==> src/rtl/rle_pkg.sv <==
// ----------------------------------------------------------------------------
// rle_pkg
// Shared types, constants and the character filter for the rx line editor.
// ----------------------------------------------------------------------------
package rle_pkg;

	localparam int CHAR_W  = 8;
	localparam int LEN_W   = 6;
	localparam int TDATA_W = 16;

	localparam logic [CHAR_W-1:0] CH_CR    = 8'd13;
	localparam logic [CHAR_W-1:0] CH_BS    = 8'd8;
	localparam logic [CHAR_W-1:0] CH_SPACE = 8'h20;
	localparam logic [CHAR_W-1:0] CH_DOT   = 8'h2E;
	localparam logic [CHAR_W-1:0] CH_PLUS  = 8'h2B;
	localparam logic [CHAR_W-1:0] CH_MINUS = 8'h2D;
	localparam logic [CHAR_W-1:0] CH_COLON = 8'h3A;
	localparam logic [CHAR_W-1:0] CH_0     = 8'h30;
	localparam logic [CHAR_W-1:0] CH_9     = 8'h39;
	localparam logic [CHAR_W-1:0] CH_UA    = 8'h41;
	localparam logic [CHAR_W-1:0] CH_UZ    = 8'h5A;
	localparam logic [CHAR_W-1:0] CH_LA    = 8'h61;
	localparam logic [CHAR_W-1:0] CH_LZ    = 8'h7A;

	typedef enum logic [1:0] {
		ST_IDLE,
		ST_FETCH,
		ST_SEND,
		ST_EMPTY
	} state_t;

	function automatic logic is_line_char(input logic [CHAR_W-1:0] c);
		logic ok;
		ok = (c == CH_SPACE) || (c == CH_DOT) || (c == CH_PLUS) ||
		     (c == CH_MINUS) || (c == CH_COLON) ||
		     (c >= CH_0 && c <= CH_9) ||
		     (c >= CH_UA && c <= CH_UZ) ||
		     (c >= CH_LA && c <= CH_LZ);
		return ok;
	endfunction

endpackage

==> src/rtl/rx_line_editor_core.sv <==
// ----------------------------------------------------------------------------
// rx_line_editor_core
// Editable command-line buffer for received serial bytes.
// ----------------------------------------------------------------------------
// Each byte taken on the slave side edits the stored line: letters,
// digits, space, dot, plus, minus and colon are appended while the
// line holds fewer than LINE_CAPACITY-1 characters, backspace removes the
// last character, other bytes are ignored. A carriage return sends the line
// out on the master side, one item per character with tlast on the final
// one, or a single item with tuser set for an empty line, and then clears
// the line. Readout goes through the single read port of the line memory,
// whose data is registered, so each character passes a fetch state and a
// send state, and the send state waits out any output stall; tready stays
// low from the carriage return until the last item of the line is taken.
// No clearing pass is needed after reset.
module rx_line_editor_core #(
	parameter int LINE_CAPACITY = 64
) (
	input  logic                          clk,
	input  logic                          arst_n,
	input  logic                          s_axis_tvalid,
	output logic                          s_axis_tready,
	input  logic [7:0]                    s_axis_tdata,  // [7:0] rx_byte
	output logic                          m_axis_tvalid,
	input  logic                          m_axis_tready,
	output logic [rle_pkg::TDATA_W-1:0]   m_axis_tdata,  // [7:0] line_char, [13:8] line_length
	output logic                          m_axis_tlast,  // last_of_line
	output logic                          m_axis_tuser   // empty_line
);

	localparam int AW = (LINE_CAPACITY > 2) ? $clog2(LINE_CAPACITY) : 1;
	localparam logic [AW-1:0] LIMIT = AW'(LINE_CAPACITY - 1);

	rle_pkg::state_t state_q, state_d;

	logic [AW-1:0]               fill_q;
	logic [AW-1:0]               rd_idx_q;
	logic                        in_acc;
	logic                        out_acc;
	logic                        is_last;
	logic                        wr_en;
	logic                        rd_en;
	logic [rle_pkg::CHAR_W-1:0]  rd_data;

	assign in_acc  = s_axis_tvalid && s_axis_tready;
	assign out_acc = m_axis_tvalid && m_axis_tready;
	assign is_last = (({1'b0, rd_idx_q} + (AW+1)'(1)) == {1'b0, fill_q});

	rle_line_ram #(
		.DEPTH (LINE_CAPACITY),
		.AW    (AW)
	) u_ram (
		.clk     (clk),
		.wr_en   (wr_en),
		.wr_addr (fill_q),
		.wr_data (s_axis_tdata),
		.rd_en   (rd_en),
		.rd_addr (rd_idx_q),
		.rd_data (rd_data)
	);

	always_ff @(posedge clk or negedge arst_n) begin
		if (!arst_n) begin
			state_q <= rle_pkg::ST_IDLE;
		end else begin
			state_q <= state_d;
		end
	end

	always_comb begin
		state_d       = state_q;
		s_axis_tready = 1'b0;
		m_axis_tvalid = 1'b0;
		m_axis_tlast  = 1'b0;
		m_axis_tuser  = 1'b0;
		m_axis_tdata  = '0;
		wr_en         = 1'b0;
		rd_en         = 1'b0;
		unique case (state_q)
			rle_pkg::ST_IDLE: begin
				s_axis_tready = 1'b1;
				if (in_acc) begin
					if (s_axis_tdata == rle_pkg::CH_CR) begin
						state_d = (fill_q == '0) ? rle_pkg::ST_EMPTY : rle_pkg::ST_FETCH;
					end else if (rle_pkg::is_line_char(s_axis_tdata) && fill_q < LIMIT) begin
						wr_en = 1'b1;
					end
				end
			end
			rle_pkg::ST_FETCH: begin
				rd_en   = 1'b1;
				state_d = rle_pkg::ST_SEND;
			end
			rle_pkg::ST_SEND: begin
				m_axis_tvalid = 1'b1;
				m_axis_tlast  = is_last;
				m_axis_tdata  = {{(rle_pkg::TDATA_W - rle_pkg::LEN_W - rle_pkg::CHAR_W){1'b0}},
				                 rle_pkg::LEN_W'(fill_q), rd_data};
				if (out_acc) begin
					state_d = is_last ? rle_pkg::ST_IDLE : rle_pkg::ST_FETCH;
				end
			end
			rle_pkg::ST_EMPTY: begin
				m_axis_tvalid = 1'b1;
				m_axis_tlast  = 1'b1;
				m_axis_tuser  = 1'b1;
				if (out_acc) begin
					state_d = rle_pkg::ST_IDLE;
				end
			end
			default: begin
				state_d = rle_pkg::ST_IDLE;
			end
		endcase
	end

	// fill count and readout index
	always_ff @(posedge clk or negedge arst_n) begin
		if (!arst_n) begin
			fill_q   <= '0;
			rd_idx_q <= '0;
		end else begin
			if (state_q == rle_pkg::ST_IDLE && in_acc) begin
				rd_idx_q <= '0;
				if (wr_en) begin
					fill_q <= fill_q + AW'(1);
				end else if (s_axis_tdata == rle_pkg::CH_BS && fill_q != '0) begin
					fill_q <= fill_q - AW'(1);
				end
			end else if (state_q == rle_pkg::ST_SEND && out_acc) begin
				if (is_last) begin
					fill_q <= '0;
				end else begin
					rd_idx_q <= rd_idx_q + AW'(1);
				end
			end
		end
	end

	a_no_overlap: assert property (@(posedge clk) disable iff (!arst_n)
		!(s_axis_tready && m_axis_tvalid))
		else $error("input taken while an item is pending");

	a_empty_shape: assert property (@(posedge clk) disable iff (!arst_n)
		(m_axis_tvalid && m_axis_tuser) |-> (m_axis_tlast && fill_q == '0))
		else $error("empty-line item malformed");

	a_send_nonempty: assert property (@(posedge clk) disable iff (!arst_n)
		(m_axis_tvalid && !m_axis_tuser) |-> (fill_q != '0 && rd_idx_q < fill_q))
		else $error("readout index out of line");

	a_line_done: assert property (@(posedge clk) disable iff (!arst_n)
		(out_acc && m_axis_tlast) |=> (s_axis_tready && fill_q == '0))
		else $error("line not cleared after last item");

endmodule

==> src/rtl/rle_line_ram.sv <==
// ----------------------------------------------------------------------------
// rle_line_ram
// Line store: one write port, one read port with registered read data.
// ----------------------------------------------------------------------------
module rle_line_ram #(
	parameter int DEPTH = 64,
	parameter int AW    = 6
) (
	input  logic                      clk,
	input  logic                      wr_en,
	input  logic [AW-1:0]             wr_addr,
	input  logic [rle_pkg::CHAR_W-1:0] wr_data,
	input  logic                      rd_en,
	input  logic [AW-1:0]             rd_addr,
	output logic [rle_pkg::CHAR_W-1:0] rd_data
);

	logic [rle_pkg::CHAR_W-1:0] mem_q [DEPTH];
	logic [rle_pkg::CHAR_W-1:0] rd_data_q;

	always_ff @(posedge clk) begin
		if (wr_en) begin
			mem_q[wr_addr] <= wr_data;
		end
		if (rd_en) begin
			rd_data_q <= mem_q[rd_addr];
		end
	end

	assign rd_data = rd_data_q;

endmodule

==> config.mk <==
export PLATFORM = sky130hd
export DESIGN_NAME = rx_line_editor_core
export DESIGN_NICKNAME = d
export VERILOG_FILES = /design/src/rtl/rle_pkg.sv /design/src/rtl/rx_line_editor_core.sv /design/src/rtl/rle_line_ram.sv
export SDC_FILE = /design/constraint.sdc
export NUM_CORES = 1
export LEC_CHECK = 0
export BUFFER_PORTS_ARGS = -buffer_cell sky130_fd_sc_hd__buf_4
export CAP_MARGIN = 40
export CORE_AREA = 5 5 224 226
export CTS_BUF_LIST = sky130_fd_sc_hd__clkbuf_16
export CTS_CLUSTER_DIAMETER = 40
export DETAILED_ROUTE_END_ITERATION = 12
export DIE_AREA = 0 0 229 231
export HOLD_SLACK_MARGIN = 0.03
export PLACE_DENSITY = 0.59
export SKIP_LAST_GASP = 1
export SLEW_MARGIN = 25
export SYNTH_ARGS = -nofsm -noshare
export SYNTH_HDL_FRONTEND = slang
export SYNTH_SLANG_ARGS = --single-unit
==> constraint.sdc <==
create_clock -name clk -period 8.6 [get_ports clk]
set_input_delay 0.43 -clock clk [delete_from_list [all_inputs] [get_ports clk]]
set_output_delay 0.43 -clock clk [all_outputs]
set_load 0.05 [all_outputs]
==> summary.md <==
| Metric | Value |
|---|---|
| Flop pwr share | between 30 and 40% |
| Inst Count DP | roughly 1700 |
| Drt pass-1 iters | 6 |
| Worst Path Required | between 8000 and 9000 ps |
| IO buf count | 29 |
| P_sw | roughly 2.3 mW |
| Comb pwr share | 21.8% |
| CTS tree | built |
| Routed met3 length | around 3400 um |
| Crit path kind | register to output pin |
| Max-capacitance violation count | 0 |
| Final setup vio count | 0 |
| Starting Density | between 40% and 50% |
| Startpoint types | register |
| Synth top cells by count | 520 x edfxtp_1, 134 x mux4_2, 83 x nor2_1 |
| Outcome | complete, no violations |
| Post-Synthesis Cells | 1049 |
| Final ANT Viol Nets | 0 |
| N_diodes | 0 |
| Initial DRC count | slightly above 1000 |
| Hold_buf cts | 2 |
| R2r startpoint | rd_idx_q[0] |
| RSZ-0062 raised after global routing | no |
| Utilization after layout | between 50% and 60% |
| Layout Skew | ~21 ps |
| FF-to-FF path depth | 7 |
| Post-cts sizing count | 0 |
| Rows | between 80 and 90 |
| Final cell count without fillers | 1828 |
| P_leak | ~8.0 nW |
| Critical R2R Capture | u_ram.rd_data[6] |
| Routability congestion estimate | ~0.8 |
| Maximum vdd drop | ~0.17 mV |
| Die width | roughly 230 um |
| Yosys reg bits | about 530 |
| Ports | 32 |
| Drt wl/cell | around 28 um |
| Post-DP Area | around 22000 sq um |
| Post-CTS Setup Bufs | 0 |
| Mapped Area | around 21000 sq um |
| WL met2 | 25400 um |
| Worst hold slack | 126 ps |
| Post-synth top area cell | edfxtp_1 |
| Capturing element type of the critical path | output pin |
| Total track usage | between 10% and 20% |
| Clock Latency Late Sink | 610 ps |
| CTS buffer count | between 70 and 80 |
| DPL Wire Length | 31200 um |
| Part of the cycle the worst path needs | around half |
| Post-synth cell types | 60 |
| Min cycle time layout | around 4300 ps |
| Bufs on Longest Clock Path | 3 |
| Area contributors post-synth | edfxtp_1 73%, mux4_2 14%, dfrtp_1 1.6%, nor2_1 1.5%, mux2i_1 1.3% |
| Min-delay src | s_axis_tdata[0] |
| Share of post-route cells with drive strength above 1 | between 20% and 30% |
| Sequential fraction of the synthesis area | approximately 75% |
| Initial antenna violation count | 0 |
| Total clock sinks | approximately 530 |
| Area Growth Syn to Fin | 16.9% |
| Total gr overflow | 0 |
| Synthesized area per cell | slightly above 20 sq um |
| Fillers | roughly 3800 |
| CP Max Fanout | 38 |
| Top Layer Used | met4 |
| Most numerous cell in the Yosys netlist | edfxtp_1 |
| Die area | around 53000 sq um |
| First-pass GRT wire length | roughly 74000 um |
| Top-area cell type share of the netlist area | 73.1% |
| Root Driver | clkbuf_16 |
| Setup TNS | 0 ps |
| Vias in the first global route | around 11000 |
| Routed via count | 10600 |
| Hold Path Depth | 1 |
| M1 wire length | 21000 um |
| Drt total wl | slightly above 50000 um |
| # nets final | about 1200 |
| Worst min-delay path class | input pin to register |
| Via density per instance | slightly below 6 |
| Ys Warns | 0 |
| Largest net degree at the start of global routing | slightly above 70 |
| Worst-Margin Slew | 931 ps |
| Design area | 25000 sq um |
| Main flop type after synthesis | edfxtp_1 |
| Async SR Flop Fraction | 2.62% |
| Worst-path clk slew | 60 ps |
| P_int | 5.50 mW |
| Final hold vios | 0 |
| CP arrival | about 3900 ps |
| Die H | ~230 um |
| Clk pwr share | between 30% and 40% |
| Reg2reg setup slack | roughly 4900 ps |
| Fmax achieved | roughly 230 MHz |
| Sw Share | between 20% and 30% |
| DRC | 0 |
| Number of flops mapped to enable cells by yosys | 520 |
| Max-slew headroom | 37.8% |
| H-tree depth | 3 |
| P per Cell Area | about 310 nW/um^2 |
| Core Box Area | ~48000 sq um |
| Count of pins over their slew limit | 0 |
| Hold endpoint | u_ram.mem_q[32][0] |
-- flip-flops by register name, summed over array words and instances, names as in the netlist --
| name | count |
|---|---|
| u_ram.rd_data | 8 |
| fill_q | 6 |
| u_ram.mem_q | 512 |
| rd_idx_q | 6 |
| state_q | 2 |
-- worst max-delay path by stage --
| stage | from | endpoint | slack (ps) | cells after the start |
|---|---|---|---|---|
| final | rd_idx_q[0] | m_axis_tlast | 4310 | 8 |
| after global routing | rd_idx_q[0] | m_axis_tlast | 3950 | 8 |
| after floorplan | rd_idx_q[0] | m_axis_tlast | 5510 | 7 |
| after CTS | rd_idx_q[0] | m_axis_tlast | 4140 | 8 |
| after global placement | rd_idx_q[0] | u_ram.rd_data[7] | 4710 | 7 |
| after detailed placement | rd_idx_q[0] | u_ram.rd_data[6] | 4760 | 7 |
-- final cells by class --
cell class	instances	area, sq um	area share, %
Timing Repair Buffer	76	628	2.51
Multi-Input combinational cell	456	5080	20.4
Clock inverter	58	586	2.34
Clock buffer	76	1900	7.61
Tap cell	622	778	3.12
Inverter	6	27.5	0.110
Sequential cell	534	16000	63.9
-- stage by stage --
stage | power (mW) | setup WS (ps)
final | 7.78 | 4310
after global routing | 8.05 | 3950
after CTS | 7.84 | 4140
after detailed placement | 4.80 | 4760
after global placement | 4.77 | 4710
after floorplan | 4.25 | 5510
-- routing by layer --
metal,global-route usage [%],vias to the layer above
li1,-,4549
met1,25.9,5565
met2,31.6,356
met3,4.83,88
met4,5.54,0
met5,0,-
-- cells by family after synthesis --
logic type / count (synthesis) / synth area share (%)
adders and majority gates: 6 / 0.387
and+or+nand+nor: 175 / 4.08
muxes: 161 / 15.4
xor gates and xnor gates: 12 / 0.492
DFF: 534 / 74.7
AOI/OAI and AO/OA: 92 / 3.26
buffers and inverters: 68 / 1.64
other: 1 / 0.0176
-- power by group through the flow --
stage	clock network, mW	logic (mW)	registers [mW]
6_report	3.04	1.70	3.04
5_1_grt	3.20	1.80	3.05
4_1_cts	3.09	1.71	3.04
3_5_place_dp	0	1.71	3.10
3_3_place_gp	0	1.63	3.14
2_1_floorplan	0	1.28	2.98
-- placed cells by master, fill, tap and decap left out, types with 6 or more instances in the layout --
master and instances:
a22o_1 6, a221oi_1 13, inv_6 14, bufinv_16 7, a21oi_1 10, xor2_1 7
clkinv_2 9, nor2b_1 7, conb_1 10, buf_4 69, o21ai_0 10, mux2i_1 27
nand2_1 22, nand3_1 12, clkinv_1 6, and2_1 19, inv_1 12, dfrtp_1 12
clkbuf_16 76, clkinv_4 6, a22oi_1 22, edfxtp_1 520, nor2_1 82, mux4_2 134
-- critical path: stages (launching register included) --
cell and delay, ps:
dfrtp_4 750, buf_4 680, ha_1 370, nand3_1 110, xnor2_1 170, nor4_1 560
nand2_1 160, a21boi_0 210, buf_4 230
Power figures use the tool's default switching activity.
